### config.mk
export PLATFORM = sky130hd
export DESIGN_NAME = gpm_reduce
export DESIGN_NICKNAME = d
export VERILOG_FILES = /design/src/sv/gpm_reduce.sv
export SDC_FILE = /design/constraint.sdc
export NUM_CORES = 1
export LEC_CHECK = 0
export BUFFER_PORTS_ARGS = -buffer_cell sky130_fd_sc_hd__buf_2
export CAP_MARGIN = 20
export CORE_UTILIZATION = 45
export DETAILED_ROUTE_END_ITERATION = 7
export GPL_TIMING_DRIVEN = 0
export PLACE_DENSITY = 0.78
export SLEW_MARGIN = 20
export SYNTH_ARGS = -nofsm -noshare
export SYNTH_HDL_FRONTEND = slang
export SYNTH_SLANG_ARGS = --single-unit
### constraint.sdc
create_clock -name clk_i -period 2.7 [get_ports clk_i]
set_clock_uncertainty 0.15 [all_clocks]
set_input_delay 0.405 -clock clk_i [delete_from_list [all_inputs] [get_ports clk_i]]
set_output_delay 0.405 -clock clk_i [all_outputs]
set_load 0.03 [all_outputs]
### src/sv/gpm_reduce.sv
// Sequential reduction of a signed 32-bit coefficient modulo m (restoring, one bit a cycle).
// Depends on gpm_pkg.
`default_nettype none
module gpm_reduce #(
  parameter int unsigned CW = 16
) (
  input  wire logic          clk_i,
  input  wire logic          rst_ni,
  input  wire logic          start_i,
  input  wire logic [31:0]   raw_i,
  input  wire logic [CW-1:0] mod_i,
  output logic               done_o,
  output logic      [CW-1:0] res_o
);
  logic [31:0]   mag_q;
  logic          neg_q;
  logic [CW:0]   rem_q;
  logic [5:0]    cnt_q;
  logic          busy_q;
  logic [CW+1:0] sh;
  assign sh = {rem_q, mag_q[31]};
  always_ff @(posedge clk_i or negedge rst_ni) begin
    if (!rst_ni) begin
      busy_q <= 1'b0;
      done_o <= 1'b0;
      cnt_q  <= '0;
    end else begin
      done_o <= 1'b0;
      if (start_i) begin
        busy_q <= 1'b1;
        cnt_q  <= 6'd32;
      end else if (busy_q) begin
        cnt_q <= cnt_q - 6'd1;
        if (cnt_q == 6'd1) begin
          busy_q <= 1'b0;
          done_o <= 1'b1;
        end
      end
    end
  end
  always_ff @(posedge clk_i) begin
    if (start_i) begin
      neg_q <= raw_i[31];
      mag_q <= raw_i[31] ? (32'd0 - raw_i) : raw_i;
      rem_q <= '0;
    end else if (busy_q) begin
      mag_q <= {mag_q[30:0], 1'b0};
      rem_q <= (sh >= {2'b0, mod_i}) ? (CW+1)'(sh - {2'b0, mod_i}) : sh[CW:0];
    end
  end
  always_comb begin
    res_o = rem_q[CW-1:0];
    if (neg_q && rem_q != '0) res_o = mod_i - rem_q[CW-1:0];
  end
endmodule
`default_nettype wire

==> flow_summary.toml, run 1 <==
[job]
cap_violations = 0

[logic_synthesis]
synth_seq_cells = 58
syn_nets = 688
synth_area_per_cell_sq_um = 8.361
synth-edff-count = 33
yosysTopAreaCellShare = 0.1972
yosys.cell_types.count = 72
synth_most_common_cell = "nor2_1"
yosys.area.top_type = "edfxtp_1"
netlist_area_sq_mm = 0.005025
async_flop_share = 0.1379
netlist_instances = 601
ys_top_cells_by_count = "nor2_1, a21oi_1, inv_1, nand2_1"
ys.warnings.count = 0
synth_ff_type = "edfxtp_1"
seq_area_frac_synth = 0.3048
ys_top_cells_by_area = "edfxtp_1, ha_1, dfxtp_1"

[placed_design]
dp_cells = 808
post-dp-hpwl_mm = 10.17
portBuffers = 67
place_congestion = 0.9117

[clock_tree]
clkLatencyLatePin_ns = 0.35
root_buffer = "clkbuf_8"
tritoncts = "yes"
clock-sinks = 58
clk_pin_slew_ns = 0.08
htreeDepth = 3
cts.path.max_buffers = 2
cts_buffers = 9

[finish]
regArea_sq_mm = 0.001567
fin_cells = 875
diodes = 0
nNetsFinal = 817
drive_gt1_frac = 0.3293
syn_to_final_growth_pct = 36.13
post-route-util = 0.6310
multi_input_area_sq_mm = 0.003672
fillers = 838

[floorplan]
die_w_um = 107.7
io_pins = 68
die_y_um = 107.7
design.core.area_sq_mm = 0.01084
die_area_sq_mm = 0.01159
rows = 38
start_util = 0.4635

[timing]
finalCritPeriodShare = 1.181
maxSlewHeadroom = 0.5011
tightestPinTransition_ns = 0.7415
period_needed_ns = 3.189
setup_viol = 26
setup_ws_ns = -0.4891
rsz0062_at_grt = "true"
hold_viol = 0
report.final.slew_viol_count = 0
hold_slack_ns = 0.1472
maxClockFrequency_mhz = 313.6

[route]
vias = 5369
wirelength_mm = 16.24
antenna_left = 0
avgViaCountPerCell = 6.136
wire_per_inst_um = 18.56
dr.pass1.iters = 5
drc = 0
drtIter0Drc = 430

[setup_path]
crit_arrival_ns = 2.63
worstSetupPathType = "flop to output port"
required_ns = 2.14
path_cells = "buf_6, nor4_4, nand4_1, o41ai_2, buf_4, buf_6, clkinvlp_4, buf_6, o211ai_1, o211ai_1, buf_4"
crit_fanout = 3
path_buf_inv = 6
crit_slowest_cell = "o41ai_2"
critical-path-max-stage-delay_ns = 0.39
cp_top_family = "buffers and inverters"
cp_common_cell = "buf_6"
cp-start-kind = "flop"
crit_path_end_kind = "output port"

[power]
power_w = 0.007388
ir_drop_uv = 721.5
leakagePower_nw = 2.775
p_per_area_mw_per_mm2 = 1080

[global_route]
grt_use_total = 0.2693
antenna_found_initial = 0
grt_pass1_wl_mm = 24.54
grt_max_degree = 40
overflow = 0
grt_pass1_vias = 5201

[min_path]
min_path_type = "input pin to flop"

[run_status]
violations = "negative setup slack"
status = "finished, violations left"
-- cells by family after synthesis --
| logic type | Yosys count | synth area share |
|---|---|---|
| simple gates | 182 | 0.1790 |
| fa+ha+maj | 36 | 0.09263 |
| buf+inv | 79 | 0.06399 |
| flops | 58 | 0.3048 |
| xor+xnor | 48 | 0.08367 |
| compound gates | 189 | 0.2577 |
| mux | 9 | 0.01818 |
-- cells in the final DEF (no fill, tap or decap), types with 12 or more instances in the layout --
master	count
ha_1	23
clkbuf_1	17
buf_2	52
nand2_1	35
nor3_1	12
buf_6	37
buf_4	36
xor2_1	34
o31ai_1	13
nor2_1	64
a21oi_1	46
edfxtp_1	33
xnor2_1	14
o21ai_0	19
inv_1	43
-- report_power, final --
part / switching [W] / internal [W] / leakage (nW) / total, W
Clock: 0.000360 / 0.000349 / 0.0852 / 0.000709
Combinational: 0.00280 / 0.00242 / 2.11 / 0.00521
Sequential: 0.000261 / 0.00121 / 0.581 / 0.00147
-- state kept, by name, summed over array words and instances (netlist names) --
| signal | cells |
|---|---|
| mag_q | 32 |
| rem_q | 17 |
| done_o | 1 |
| busy_q | 1 |
| neg_q | 1 |
| cnt_q | 6 |
-- per-layer routing --
metal / GRT usage / vias to the layer above / wire length (um)
li1: - / 2461 / -
met1: 0.3275 / 2506 / 6413
met2: 0.4574 / 316 / 7906
met3: 0.05993 / 86 / 1196
met4: 0.1106 / 0 / 726
met5: 0 / - / 0
-- repair_timing --
item	in CTS	in global routing
endpoints found under the setup margin	33	33
cloned	2	1
resized for setup	109	75
hold buffers	1	0
setup buffers	27	21
pin swaps	31	31
endpoints found under the hold margin	8	0
-- path summary, 6_finish.rpt --
kind,startpoint,to,slack (ns),cells after the start
worst max-delay path,rem_q[1],res_o[10],-0.49,11
worst min-delay path,start_i,neg_q,0.15,1
worst max register to register,mag_q[31],rem_q[13],-0.06,11
worst min register to register,rem_q[16],rem_q[16],0.33,2
max in group asynchronous,rst_ni,cnt_q[5],1.93,2
min in group asynchronous,rst_ni,cnt_q[1],0.30,2
-- final cells by class --
type | instances | area share
flip-flops and latches | 58 | 0.2290
multi-input cells | 464 | 0.5369
inverters | 51 | 0.02908
clock buffers | 12 | 0.02122
repair buffers | 118 | 0.1288
well taps | 140 | 0.02561
plain buffers | 28 | 0.02689
clock inverters | 4 | 0.002561
-- per-stage QoR --
stage | worst slack [ns] | setup TNS, ns | area (sq um)
floorplan | -0.07807 | -0.1283 | 5095
global placement | -0.4489 | -14.25 | 5605
detailed placement | -0.4343 | -8.557 | 5607
CTS | -0.4051 | -3.451 | 6407
global route | -0.5826 | -8.979 | 6840
finish | -0.4891 | -6.168 | 6840
Note: power is estimated with default switching activity, not from simulation.
==> run 2: changes to the inputs <==
- BUFFER_PORTS_ARGS: -buffer_cell sky130_fd_sc_hd__buf_2 -> -buffer_cell sky130_fd_sc_hd__buf_4
- CELL_PAD_IN_SITES_DETAIL_PLACEMENT: default -> 0
- CELL_PAD_IN_SITES_GLOBAL_PLACEMENT: default -> 1
- CORE_UTILIZATION: 45 -> 40
- PLACE_DENSITY: 0.78 -> 0.89
==> run 2 against run 1 <==
Effect of this change:
- the run still ends with negative setup slack left
- critical path depth is 1 lower
- sequential power about the same
- combinational power decreased by 9.8%
- design area grew 1.1%
- register-to-register slack gained 0.05 ns
- global-route usage down 4.7 points
- clock-buffer cell count unchanged
- sequential share of layout area fell by 0.39 points
- routed wire length is 12% lower
- critical endpoint is now res_o[11]
==> flow_summary.toml, run 2 (synthesized netlist as in run 1, its figures left out) <==
[timing]
rsz0062_at_grt = "true"
setup_ws_ns = -0.3808
hold_viol = 0
setup_viol = 17
maxClockFrequency_mhz = 324.6
report.final.slew_viol_count = 0
finalCritPeriodShare = 1.141
period_needed_ns = 3.081
maxSlewHeadroom = 0.5372
tightestPinTransition_ns = 0.6879

[placed_design]
post-dp-hpwl_mm = 10.04
place_congestion = 0.9037
dp_cells = 836
portBuffers = 67

[setup_path]
reg2reg_depth = 8
cp_common_cell = "buf_4"
crit_arrival_ns = 2.53
worstSetupPathType = "flop to output port"
required_ns = 2.14
crit_fanout = 6
path_cells = "inv_2, ha_4, a21o_1, a21oi_4, nor3b_4, buf_4, a21oi_2, o21a_1, o31ai_2, buf_4"
cp.depth = 10
critical-path-max-stage-delay_ns = 0.38
cp-start-kind = "flop"
crit_path_end_kind = "output port"
crit_slowest_cell = "dfxtp_4"
cp_top_family = "compound AO/OA/AOI/OAI gates"
path_buf_inv = 3

[finish]
largest_reg_flops = 32
multi_input_area_sq_mm = 0.003598
layout_common_cells = "buf_4, nor2_1, a21oi_1"
final_common_cell = "buf_4"
fin_cells = 891
fillers = 1091
drive_gt1_frac = 0.3167
regArea_sq_mm = 0.001556
syn_to_final_growth_pct = 37.60
regMostFlops = "mag_q"
nNetsFinal = 805
diodes = 0
top_regs = "mag_q: 32 flops, rem_q: 17 flops, cnt_q: 6 flops"

[route]
antenna_left = 0
drtIter0Drc = 293
dr.pass1.iters = 6
wirelength_mm = 14.25
drc = 0
avgViaCountPerCell = 5.577
vias = 4969
wire_per_inst_um = 15.99

[global_route]
antenna_found_initial = 0
grt_pass1_vias = 4767
overflow = 0
grt_use_total = 0.2219
grt_pass1_wl_mm = 23.30
grt_max_degree = 40

[clock_tree]
clock-sinks = 58
cts.path.max_buffers = 2
clk_pin_slew_ns = 0.05
htreeDepth = 3
cts_buffers = 9
root_buffer = "clkbuf_16"
tritoncts = "yes"
clkLatencyLatePin_ns = 0.32

[power]
p_per_area_mw_per_mm2 = 1058
comb_power_share = 0.642
ir_drop_uv = 413.7
sw_frac_of_total = 0.4344
power_w = 0.007312
power_frac_seq = 0.199
netSwitchingPower_w = 0.003176
leakagePower_nw = 2.821
p_int_w = 0.004136
clockPowerShare = 0.158

[floorplan]
design.core.area_sq_mm = 0.01211
rows = 40
start_util = 0.4149
die_w_um = 114.1
io_pins = 68
die_y_um = 114.1
die_area_sq_mm = 0.01301

[run_status]
status = "finished, violations left"
violations = "negative setup slack"

[job]
cap_violations = 0

[min_path]
holdPathStages = 1
min_path_type = "input pin to flop"
-- run 2: worst reg2reg max path: cells and delay by family (launching register included) --
family                     cells  cell delay (ns)
DFF                            1             0.39
muxes                          1             0.27
buffers and inverters          1             0.22
and+or+nand+nor                2             0.55
adders and majority gates      1             0.43
AOI/OAI and AO/OA              3             0.57
-- run 2: path summary, 6_finish.rpt --
check / from / to / slack (ns)
setup / recovery: rem_q[6] / res_o[11] / -0.38
hold / removal: start_i / neg_q / 0.14
setup reg to reg: rem_q[9] / rem_q[3] / -0.01
hold reg to reg: rem_q[16] / rem_q[16] / 0.33
max in group asynchronous: rst_ni / cnt_q[5] / 1.98
min in group asynchronous: rst_ni / cnt_q[4] / 0.29
-- run 2: through the flow --
step | TNS, ns | setup WS, ns | utilization | hold WS [ns] | area [sq um]
2_1_floorplan | -0.1283 | -0.07807 | - | -0.04059 | 5095
3_3_place_gp | -14.68 | -0.5184 | 0.4795 | 0.07941 | 5808
3_5_place_dp | -10.34 | -0.5720 | 0.4796 | 0.08019 | 5809
4_1_cts | -4.667 | -0.4667 | 0.5440 | 0.1338 | 6589
5_1_grt | -5.414 | -0.4685 | 0.5709 | 0.1334 | 6914
6_report | -3.760 | -0.3808 | 0.5709 | 0.1422 | 6914
-- run 2: area by class of cell --
type / count / share of cell area
multi-input combinational: 464 / 0.5204
inverter: 51 / 0.02823
clock buffer: 12 / 0.03710
tap: 168 / 0.03040
timing repair buffer: 106 / 0.1265
buffer: 28 / 0.02479
clock inverter: 4 / 0.007419
sequential: 58 / 0.2251
-- run 2: what timing repair did --
action                                 CTS  global route
setup endpoints to repair               32            33
buffers inserted                        16            22
pin swaps                               13            29
gates resized for setup                 82            49
endpoints found under the hold margin    8             0
hold buffers                             1             0
cloned                                   2             0
-- run 2: layer usage --
metal / global-route usage / part of all wire
met1: 0.2906 / 0.44
met2: 0.3846 / 0.49
met3: 0.02753 / 0.055
met4: 0.06147 / 0.017
met5: 0 / 0
-- run 2: power by group through the flow --
stage / combinational [W] / clock, W / sequential [W]
final: 0.00470 / 0.00116 / 0.00146
after global routing: 0.00505 / 0.00121 / 0.00148
after CTS: 0.00418 / 0.00118 / 0.00143
after detailed placement: 0.00352 / 0 / 0.00141
after global placement: 0.00347 / 0 / 0.00140
after floorplan: 0.00266 / 0 / 0.00133
