--- src/sv/gpm_mac_cell.sv ---
// One product cell: accumulates acc + a*b mod m, then shifts its value toward output.
// Depends on gpm_pkg.
`default_nettype none
module gpm_mac_cell #(
  parameter int unsigned CW = 16
) (
  input  wire logic          clk_i,
  input  wire logic          rst_ni,
  input  wire logic [CW-1:0] mod_i,
  input  wire logic          step_i,
  input  wire logic          abit_i,
  input  wire logic          add_i,
  input  wire logic [CW-1:0] b_i,
  input  wire logic          shift_i,
  input  wire logic [CW-1:0] shift_in_i,
  output logic      [CW-1:0] acc_o
);
  // a*b mod m is built MSB first over the bits of a (double, then add b),
  // then folded into the accumulator on the add step
  logic [CW-1:0] t_q;
  logic [CW-1:0] t_d;
  logic [CW-1:0] acc_d;
  logic [CW-1:0] t_dbl;
  logic [CW:0]   dbl;
  logic [CW:0]   sum;
  logic [CW:0]   acc_sum;
  assign dbl     = {t_q, 1'b0};
  assign t_dbl   = (dbl >= {1'b0, mod_i}) ? CW'(dbl - {1'b0, mod_i}) : dbl[CW-1:0];
  assign sum     = {1'b0, t_dbl} + {1'b0, {CW{abit_i}} & b_i};
  assign acc_sum = {1'b0, acc_o} + {1'b0, t_q};
  always_comb begin
    t_d   = t_q;
    acc_d = acc_o;
    if (shift_i) begin
      acc_d = shift_in_i;
    end else if (add_i) begin
      acc_d = (acc_sum >= {1'b0, mod_i}) ? CW'(acc_sum - {1'b0, mod_i}) : acc_sum[CW-1:0];
      t_d   = '0;
    end else if (step_i) begin
      t_d = (sum >= {1'b0, mod_i}) ? CW'(sum - {1'b0, mod_i}) : sum[CW-1:0];
    end
  end
  always_ff @(posedge clk_i or negedge rst_ni) begin
    if (!rst_ni) begin
      acc_o <= '0;
      t_q   <= '0;
    end else begin
      acc_o <= acc_d;
      t_q   <= t_d;
    end
  end
endmodule
`default_nettype wire

--- config.mk ---
export PLATFORM = sky130hd
export DESIGN_NAME = gpm_mac_cell
export DESIGN_NICKNAME = d
export VERILOG_FILES = /design/src/sv/gpm_mac_cell.sv
export SDC_FILE = /design/constraint.sdc
export NUM_CORES = 1
export LEC_CHECK = 0
export BUFFER_PORTS_ARGS = -buffer_cell sky130_fd_sc_hd__buf_2
export CAP_MARGIN = 40
export CORE_AREA = 3 3 103 105
export CTS_CLUSTER_DIAMETER = 80
export CTS_CLUSTER_SIZE = 25
export DETAILED_ROUTE_END_ITERATION = 16
export DIE_AREA = 0 0 106 108
export PLACE_DENSITY = 0.86
export SLEW_MARGIN = 5
export SYNTH_ARGS = -nofsm -noshare
export SYNTH_HDL_FRONTEND = slang
export SYNTH_SLANG_ARGS = --single-unit
export TNS_END_PERCENT = 20
--- constraint.sdc ---
create_clock -name clk_i -period 6.3 [get_ports clk_i]
set_clock_uncertainty 0.1 [all_clocks]
set_input_delay 1.26 -clock clk_i [delete_from_list [all_inputs] [get_ports clk_i]]
set_output_delay 1.26 -clock clk_i [all_outputs]
set_load 0.02 [all_outputs]
==> key figures, run 1 <==
Timing
  – Slew margin rel.: 46.4%
  – Max Freq: 149 MHz
  – Worst-margin pin slew: about 0.8 ns
  – Setup violations, final: 16
  – Min Tclk post-route: 6.70 ns
  – Max Slew Vio Count: 0
  – Final Hold Viols: 0
  – RSZ-0062 raised after global routing: true
  – Final WS setup: -0.399 ns
  – Period utilisation layout: 106%

Final layout
  – Layout cells sized above 1: a little under a third
  – FILL cells: 741
  – Fin nets: approximately 1000
  – Non-Filler Instances: between 1000 and 1500
  – ANT cells: 0
  – Area delta synth->final: 34.3%
  – Finished Core Util: 74.0%
  – Post-route design area: 7200 µm²

Place
  – Buffers added on ports: 69
  – GP Congestion: roughly 1.0
  – DP HPWL: 14300 µm
  – Placed inst area: 6840 µm²
  – Placed Cells: 991

Floorplan
  – Die area: 11400 µm²
  – Num ports: 70
  – Core Area: about 10000 µm²
  – Chip Height: 108 µm
  – Die X-Extent: between 100 and 150 µm
  – Initial Util: 55.1%
  – Row cnt: 36

Worst setup path
  – CP top delay family: compound AO/OA/AOI/OAI gates
  – Critical path class: in2reg
  – Max stage delay on crit path: 0.51 ns
  – CP endpoint kind: flip-flop
  – Arrival time at the worst endpoint: 6.79 ns
  – Most frequent CP cell: a21oi_2
  – Critical-path maximum fanout: 8
  – Worst Path Required: 6.39 ns
  – R2r worst-path depth: 27
  – Reg-to-reg startpoint: t_q[0]
  – CP bufs+invs: 4
  – Crit start category: primary input
  – Worst R2R Setup Slack: 0.10 ns
  – Worst path slowest cell: or3b_4
  – Reg2reg end: t_q[1]

Drt
  – WL final: approximately 18000 µm
  – Drc violations: 0
  – Vias: 5974
  – Via density: between 5 and 6
  – DR pass1 iterations: 5
  – WL per Instance: 17.6 µm
  – Final ANT Viol Nets: 0
  – Initial DRC count: 312

Synthesis
  – Register area share after synthesis: 14.9%
  – Synthesized flop and latch total: 32
  – Async S/R FF share, synth: 100%
  – Post-synth EDFFs: 0
  – Mapped Area: 5360 µm²
  – Top cell type's share of synthesized area: roughly a fifth
  – Cell taking the most area after synthesis: ha_1
  – Mean Syn Cell Area: 8.00 µm²
  – Synthesized instance count: 670
  – Synth Warn #: 0
  – Largest cells by area after synthesis: ha_1 19%, dfrtp_1 15%, xnor2_1 6.9%, mux2i_1 5.6%, a21oi_1 5.0%
  – Syn_nets: just over 800
  – Top_reg_cell synth: dfrtp_1
  – Count of cell types in the netlist: 64

Status
  – Run status: finished, violations left
  – Violated checks: setup timing

Hold path
  – Worst min path class: reg2reg
  – Min-delay src: acc_o[7]
  – Min-Delay Path Depth: 2
  – WHS Endpoint: acc_o[7]

Clocking
  – Worst skew pair latency: roughly 0.30 ns
  – Root Buffer: clkbuf_8
  – Clk buf depth: 2
  – Clock Sink Count: 32
  – Reg clk slew, reported paths: 0.08 ns
  – H-tree depth: 2
  – CTS Buf Count: 5
  – CTS tree: done

Global routing
  – GRT Total Usage: 30.4%
  – First-pass GRT wire length: between 20000 and 30000 µm
  – Initial antenna violation count: 0
  – Grt ovf: 0
  – Pin count of the biggest net entering global routing: 33
  – Vias in the first global route: 6009

Flow run
  – Maxcap violations: 0
-- cell usage after synthesis (9+ instances only) --
master	n
xor2_1	20
a21oi_1	54
nand3_1	10
xnor2_1	42
dfrtp_1	32
nor2b_1	9
nand2_1	43
ha_1	80
mux2i_1	30
o21ai_0	35
a21o_1	21
and2_1	18
nand4_1	9
nor2_1	55
o21ai_1	16
a22oi_1	14
o21bai_1	9
nor3_1	20
nand2b_1	10
inv_1	41
clkbuf_1	11
-- cells by family (layout without fill, tap and decap cells) --
kind of cell | count (synthesis) | count (layout) | share of synthesized area [%]
xor gates and xnor gates | 62 | 62 | 10.1
DFF | 32 | 32 | 14.9
buffers and inverters | 55 | 261 | 4.23
muxes | 33 | 33 | 6.24
adders and majority gates | 85 | 85 | 20.6
and+or+nand+nor | 193 | 193 | 17.7
AOI/OAI and AO/OA | 210 | 210 | 26.2
-- worst reg2reg max path, delay by kind of cell, from the launching register on --
kind,cells,cell delay (ns)
simple gates,6,1.07
xor+xnor,1,0.19
buf+inv,2,0.32
fa+ha+maj,3,0.89
flops,1,0.50
compound gates,14,2.92
mux,1,0.11
-- flip-flops by register name, summed over array words and instances, names as in the netlist --
register / count
t_q: 16
acc_o: 16
-- through the flow --
stage	hold slack [ns]	TNS, ns	worst slack [ns]
finish	0.456	-5.68	-0.399
floorplan	0.397	-7.14	-0.521
global route	0.490	-9.18	-0.606
detailed placement	0.440	-12.28	-0.836
global placement	0.421	-9.10	-0.617
CTS	0.457	-4.17	-0.314
-- how the worst max path moves through the flow --
stage	from	to	slack, ns	cells after the start
floorplan	mod_i[1]	t_q[15]	-0.52	30
global placement	mod_i[10]	t_q[0]	-0.62	32
detailed placement	mod_i[1]	t_q[0]	-0.84	30
CTS	mod_i[1]	t_q[0]	-0.31	30
global route	mod_i[1]	t_q[1]	-0.61	30
finish	mod_i[1]	t_q[1]	-0.40	29
-- cell type report --
type / instances / area [µm²] / share of cell area (%)
multi-input combinational: 583 / 4480 / 62.3
timing repair buffer: 212 / 1460 / 20.3
sequential: 32 / 801 / 11.1
tap: 133 / 166 / 2.31
inverter: 41 / 159 / 2.21
clock buffer: 7 / 96.3 / 1.34
clock inverter: 1 / 30.0 / 0.417
-- layer usage --
layer	up-vias	share of wire [%]	GRT usage, %
li1	2862	-	-
met3	43	6.5	2.63
met5	-	0	0
met2	243	50	56.5
met4	0	2.8	10.4
met1	2826	41	37.0
-- what timing repair did --
action,in CTS,in global routing
buffers inserted,5,4
gates cloned,1,0
setup endpoints to repair,16,16
pin swaps,5,18
hold buffers,0,0
gates resized for setup,18,24
-- placed cells by master, fill, tap and decap left out, drive strengths merged, types with 9 or more instances in the layout --
cell type / n
xor2: 20
nand2: 43
nor3: 20
and2: 18
nand2b: 10
buf: 212
a21oi: 57
nor2b: 9
xnor2: 42
inv: 41
a22oi: 14
o21bai: 10
nand3: 11
a21o: 21
nor2: 55
dfrtp: 32
mux2i: 30
nand4: 9
o21ai: 51
ha: 80
Power of run 1 is not shown: default switching activity piles up to over one toggle a cycle in this logic, so the estimate is an artifact.
==> inputs of run 2 (changes only) <==
--- a/config.mk
+++ b/config.mk
@@ -6,13 +6,12 @@
 export NUM_CORES = 1
 export LEC_CHECK = 0
 export BUFFER_PORTS_ARGS = -buffer_cell sky130_fd_sc_hd__buf_2
-export CAP_MARGIN = 40
 export CORE_AREA = 3 3 103 105
 export CTS_CLUSTER_DIAMETER = 80
 export CTS_CLUSTER_SIZE = 25
 export DETAILED_ROUTE_END_ITERATION = 16
 export DIE_AREA = 0 0 106 108
-export PLACE_DENSITY = 0.86
+export PLACE_DENSITY = 0.78
 export SLEW_MARGIN = 5
 export SYNTH_ARGS = -nofsm -noshare
 export SYNTH_HDL_FRONTEND = slang
==> key figures, run 2 (synthesis gave the netlist of run 1 again) <==
Drt
  – Final ANT Viol Nets: 0
  – Initial DRC count: 386
  – WL per Instance: 17.2 µm
  – WL final: 17100 µm
  – Via density: about 5.9
  – DR pass1 iterations: 7
  – Vias: 5894
  – Drc violations: 0

Floorplan
  – Die area: 11400 µm²
  – Chip Height: 108 µm
  – Row cnt: 36
  – Num ports: 70
  – Initial Util: 55.1%
  – Die X-Extent: 106 µm
  – Core Area: slightly below 10000 µm²

Timing
  – Final WS setup: -0.430 ns
  – Setup violations, final: 16
  – RSZ-0062 raised after global routing: true
  – Max Slew Vio Count: 0
  – Final Hold Viols: 0
  – Min Tclk post-route: 6.73 ns
  – Period utilisation layout: 107%
  – Worst-margin pin slew: 1.12 ns
  – Max Freq: 149 MHz
  – Slew margin rel.: around 25%

Global routing
  – GRT Total Usage: a little under a third
  – Vias in the first global route: 5876
  – Grt ovf: 0
  – First-pass GRT wire length: 27800 µm
  – Initial antenna violation count: 0
  – Pin count of the biggest net entering global routing: 33

Final layout
  – Area delta synth->final: 30.7%
  – FILL cells: 786
  – Top Registers: acc_o (16), t_q (16)
  – ANT cells: 0
  – Fin nets: ~1000
  – Most common cell after layout, fill and taps aside: buf_4
  – Commonest non-fill, non-tap cells in the layout: 129 x buf_4, 79 x ha_1, 68 x buf_2
  – Post-route design area: 7000 µm²
  – Layout cells sized above 1: between 20% and 30%

Worst setup path
  – Max stage delay on crit path: between 0.4 and 0.5 ns
  – CP endpoint kind: flip-flop
  – Arrival time at the worst endpoint: slightly below 7 ns
  – Critical path class: in2reg
  – Worst path slowest cell: or3b_4
  – Worst Path Required: 6.38 ns
  – Critical Path Source: mod_i[1]
  – Critical-path maximum fanout: 8
  – R2r worst-path depth: 27
  – Crit start category: primary input
  – CP endpoint: t_q[0]
  – Reg2reg end: t_q[0]
  – Worst R2R Setup Slack: 0.10 ns
  – Reg-to-reg startpoint: t_q[0]
  – Most frequent CP cell: a21oi_2

Clocking
  – Reg clk slew, reported paths: 0.06 ns
  – CTS Hold Bufs: 0
  – Clk buf depth: 2
  – H-tree depth: 2
  – Worst skew pair latency: roughly 0.3 ns
  – CTS Buf Count: 5
  – Root Buffer: clkbuf_8
  – Clock Sink Count: 32
  – CTS tree: done

Hold path
  – Worst min path class: reg2reg

Place
  – DP HPWL: 14200 µm
  – Buffers added on ports: 69
  – Placed inst area: ~6800 µm²
  – GP Congestion: 1.03

Status
  – Run status: finished, violations left
  – Violated checks: setup timing

Flow run
  – Maxcap violations: 0
[run 2: changes by cell type in the layout (fill, tap and decap cells not counted), moves of 2 or more]
| cell | delta |
|---|---|
| buf_4 | -12 |
| ha_2 | -2 |
| clkbuf_8 | -2 |
| a21oi_2 | -2 |
| a21oi_1 | +2 |
| ha_1 | +4 |
| ha_4 | -2 |
[run 2: timing repair]
action	in CTS	in global routing
setup endpoints to repair	16	16
cloned	0	0
buffers inserted	5	4
gates resized for setup	14	22
pin swaps	8	8
[run 2: cell type report]
type                            instances  area [µm²]  share of cell area (%)
Multi-Input combinational cell        583        4440                    63.4
Timing Repair Buffer                  201        1370                    19.6
Sequential cell                        32         801                    11.4
Tap cell                              133         166                    2.38
Inverter                               41         156                    2.23
Clock buffer                            5        68.8                   0.982
[run 2: worst min path at each step]
| stage | start | to | slack (ns) | depth (start not counted) |
|---|---|---|---|---|
| final | acc_o[3] | acc_o[3] | 0.45 | 2 |
| after global routing | acc_o[6] | acc_o[6] | 0.48 | 2 |
| after CTS | acc_o[3] | acc_o[3] | 0.46 | 2 |
| after detailed placement | acc_o[10] | acc_o[10] | 0.43 | 2 |
| after global placement | acc_o[0] | acc_o[0] | 0.42 | 2 |
| after floorplan | t_q[10] | t_q[10] | 0.40 | 2 |
[run 2: critical path: cells and delay by family]
kind / cells / cell delay (ns)
buffers and inverters: 4 / 0.44
AND/OR/NAND/NOR: 6 / 1.05
AO/OA/AOI/OAI: 14 / 2.92
XOR/XNOR: 1 / 0.10
multiplexers: 1 / 0.11
adder cells (fa/ha/maj): 3 / 0.92
[run 2: per-stage QoR]
stage	hold slack, ns	instances	TNS (ns)	utilization (%)	setup slack (ns)
after detailed placement	0.429	981	-13.76	69.5	-0.896
after global placement	0.422	981	-10.77	69.5	-0.703
final	0.445	995	-5.91	72.0	-0.430
after global routing	0.485	995	-9.75	72.0	-0.653
after CTS	0.457	991	-4.59	71.1	-0.325
after floorplan	0.397	670	-7.14	-	-0.521
[run 2: layer usage]
layer	up-vias	global-route usage [%]	share of wire (%)
li1	2840	-	-
met1	2748	36.5	41
met2	251	54.4	49
met3	55	4.24	7.2
met4	0	10.5	3.3
met5	-	0	0
Power of run 2 is left out for the same reason.
==> inputs of run 3 (changes only) <==
--- a/config.mk
+++ b/config.mk
@@ -6,12 +6,11 @@
 export NUM_CORES = 1
 export LEC_CHECK = 0
 export BUFFER_PORTS_ARGS = -buffer_cell sky130_fd_sc_hd__buf_2
-export CORE_AREA = 3 3 103 105
+export CORE_AREA = 3 3 132 134
 export CTS_CLUSTER_DIAMETER = 80
 export CTS_CLUSTER_SIZE = 25
 export DETAILED_ROUTE_END_ITERATION = 16
-export DIE_AREA = 0 0 106 108
-export PLACE_DENSITY = 0.78
+export DIE_AREA = 0 0 135 137
 export SLEW_MARGIN = 5
 export SYNTH_ARGS = -nofsm -noshare
 export SYNTH_HDL_FRONTEND = slang
==> key figures, run 3 (synthesis gave the netlist of run 1 again) <==
Status
  – Run status: finished, violations left
  – Violated checks: setup timing

Worst setup path
  – CP top delay family: compound AO/OA/AOI/OAI gates
  – Arrival time at the worst endpoint: between 6 and 7 ns
  – Crit start category: primary input
  – Max stage delay on crit path: 0.49 ns
  – Worst Path Required: between 6 and 7 ns
  – Most frequent CP cell: a21oi_2
  – CP bufs+invs: 4
  – Critical-path maximum fanout: 8
  – CP endpoint kind: flip-flop
  – Worst path slowest cell: or3b_4
  – Critical path class: in2reg

Final layout
  – FILL cells: 1652
  – Most common cell after layout, fill and taps aside: buf_4
  – Multi-input logic area: 4520 µm²
  – Layout cells sized above 1: 31.5%
  – Post-route design area: 7420 µm²
  – Area delta synth->final: 38.6%
  – Non-Filler Instances: about 1100
  – Sequential cell area: 801 µm²
  – ANT cells: 0
  – Commonest non-fill, non-tap cells in the layout: 142 x buf_4, 75 x ha_1, 68 x buf_2
  – Finished Core Util: 45.3%
  – Fin nets: 1017
  – Top Registers: acc_o (16), t_q (16)

Global routing
  – Vias in the first global route: 5373
  – Pin count of the biggest net entering global routing: 33
  – Grt ovf: 0
  – GRT Total Usage: 18.0%
  – First-pass GRT wire length: 26700 µm
  – Initial antenna violation count: 0

Drt
  – Final ANT Viol Nets: 0
  – WL per Instance: 15.4 µm
  – Drc violations: 0
  – Via density: 5.04
  – WL final: 16900 µm
  – Initial DRC count: 381
  – Vias: 5539
  – DR pass1 iterations: 5

Timing
  – Final WS setup: -0.314 ns
  – Max Slew Vio Count: 0
  – Slew margin rel.: 18.7%
  – Worst-margin pin slew: 1.22 ns
  – RSZ-0062 raised after global routing: true
  – Max Freq: 151 MHz
  – Final Hold Viols: 0
  – Min Hold Slack: around 0.45 ns
  – Min Tclk post-route: 6.61 ns
  – Setup TNS: -4.12 ns
  – Period utilisation layout: 105%
  – Setup violations, final: 16

Power
  – PwrDens: just under 700 nW/µm²
  – VDD IR max: 0.000289 V
  – P_leak: 3.75 nW
  – Power, Total: 5.14 mW

Place
  – Dpl ws: -0.773 ns
  – Buffers added on ports: 69
  – Placed Cells: 1084
  – GP Congestion: a little under 0.9
  – Placed inst area: 6990 µm²
  – DP HPWL: about 14000 µm

Floorplan
  – Die X-Extent: 135 µm
  – Die area: 18500 µm²
  – Chip Height: 137 µm
  – Initial Util: 32.7%
  – Row cnt: between 40 and 50
  – Num ports: 70
  – Core Area: between 15000 and 20000 µm²

Clocking
  – Reg clk slew, reported paths: 0.06 ns
  – CTS tree: done
  – CTS Buf Count: 5
  – Clock Sink Count: 32
  – Root Buffer: clkbuf_16
  – H-tree depth: 2
  – Clk buf depth: 2
  – Worst skew pair latency: 0.28 ns

Flow run
  – Maxcap violations: 0

Hold path
  – Worst min path class: reg2reg
[run 3: routing by layer]
metal  global-route usage, %  vias up  share of wire, %
met3                    1.14       12               4.5
met1                    25.3     2533                49
met2                    30.7      123                46
met4                    3.53        0               1.1
met5                       0        -                 0
li1                        -     2871                 -
[run 3: worst min-delay path: stages (launching register included)]
cell	delay, ns
dfrtp_1	0.37
a22oi_1	0.07
o21ai_1	0.07
[run 3: cell type report]
cell class,instances,share of cell area (%)
Tap cell,220,3.71
Multi-Input combinational cell,583,60.9
Sequential cell,32,10.8
Clock inverter,1,0.404
Timing Repair Buffer,215,20.1
Inverter,41,2.11
Clock buffer,7,2.06
[run 3: worst paths after layout]
check | startpoint | to | slack (ns) | depth (start not counted)
setup / recovery | mod_i[1] | t_q[1] | -0.31 | 28
hold / removal | acc_o[13] | acc_o[13] | 0.45 | 2
setup reg to reg | t_q[0] | t_q[1] | 0.32 | 26
hold reg to reg | acc_o[13] | acc_o[13] | 0.45 | 2
max in group asynchronous | rst_ni | acc_o[11] | 4.67 | 1
min in group asynchronous | rst_ni | acc_o[1] | 0.94 | 1
[run 3: power by group]
| part | total [mW] | internal [mW] | leakage (nW) | switching [mW] |
|---|---|---|---|---|
| Clock | 0.299 | 0.208 | 0.0901 | 0.0909 |
| Combinational | 4.45 | 2.21 | 3.25 | 2.25 |
| Sequential | 0.390 | 0.291 | 0.409 | 0.0990 |
| Total | 5.14 | 2.71 | 3.75 | 2.44 |
[run 3: repair_timing]
action / in CTS / in global routing
resized for setup: 29 / 22
buffers inserted: 4 / 2
pin swaps: 10 / 13
endpoints found under the setup margin: 16 / 16
hold buffers: 0 / 0
endpoints found under the hold margin: 0 / 0
cloned: 1 / 0
Note: power is estimated with default switching activity, not from simulation.
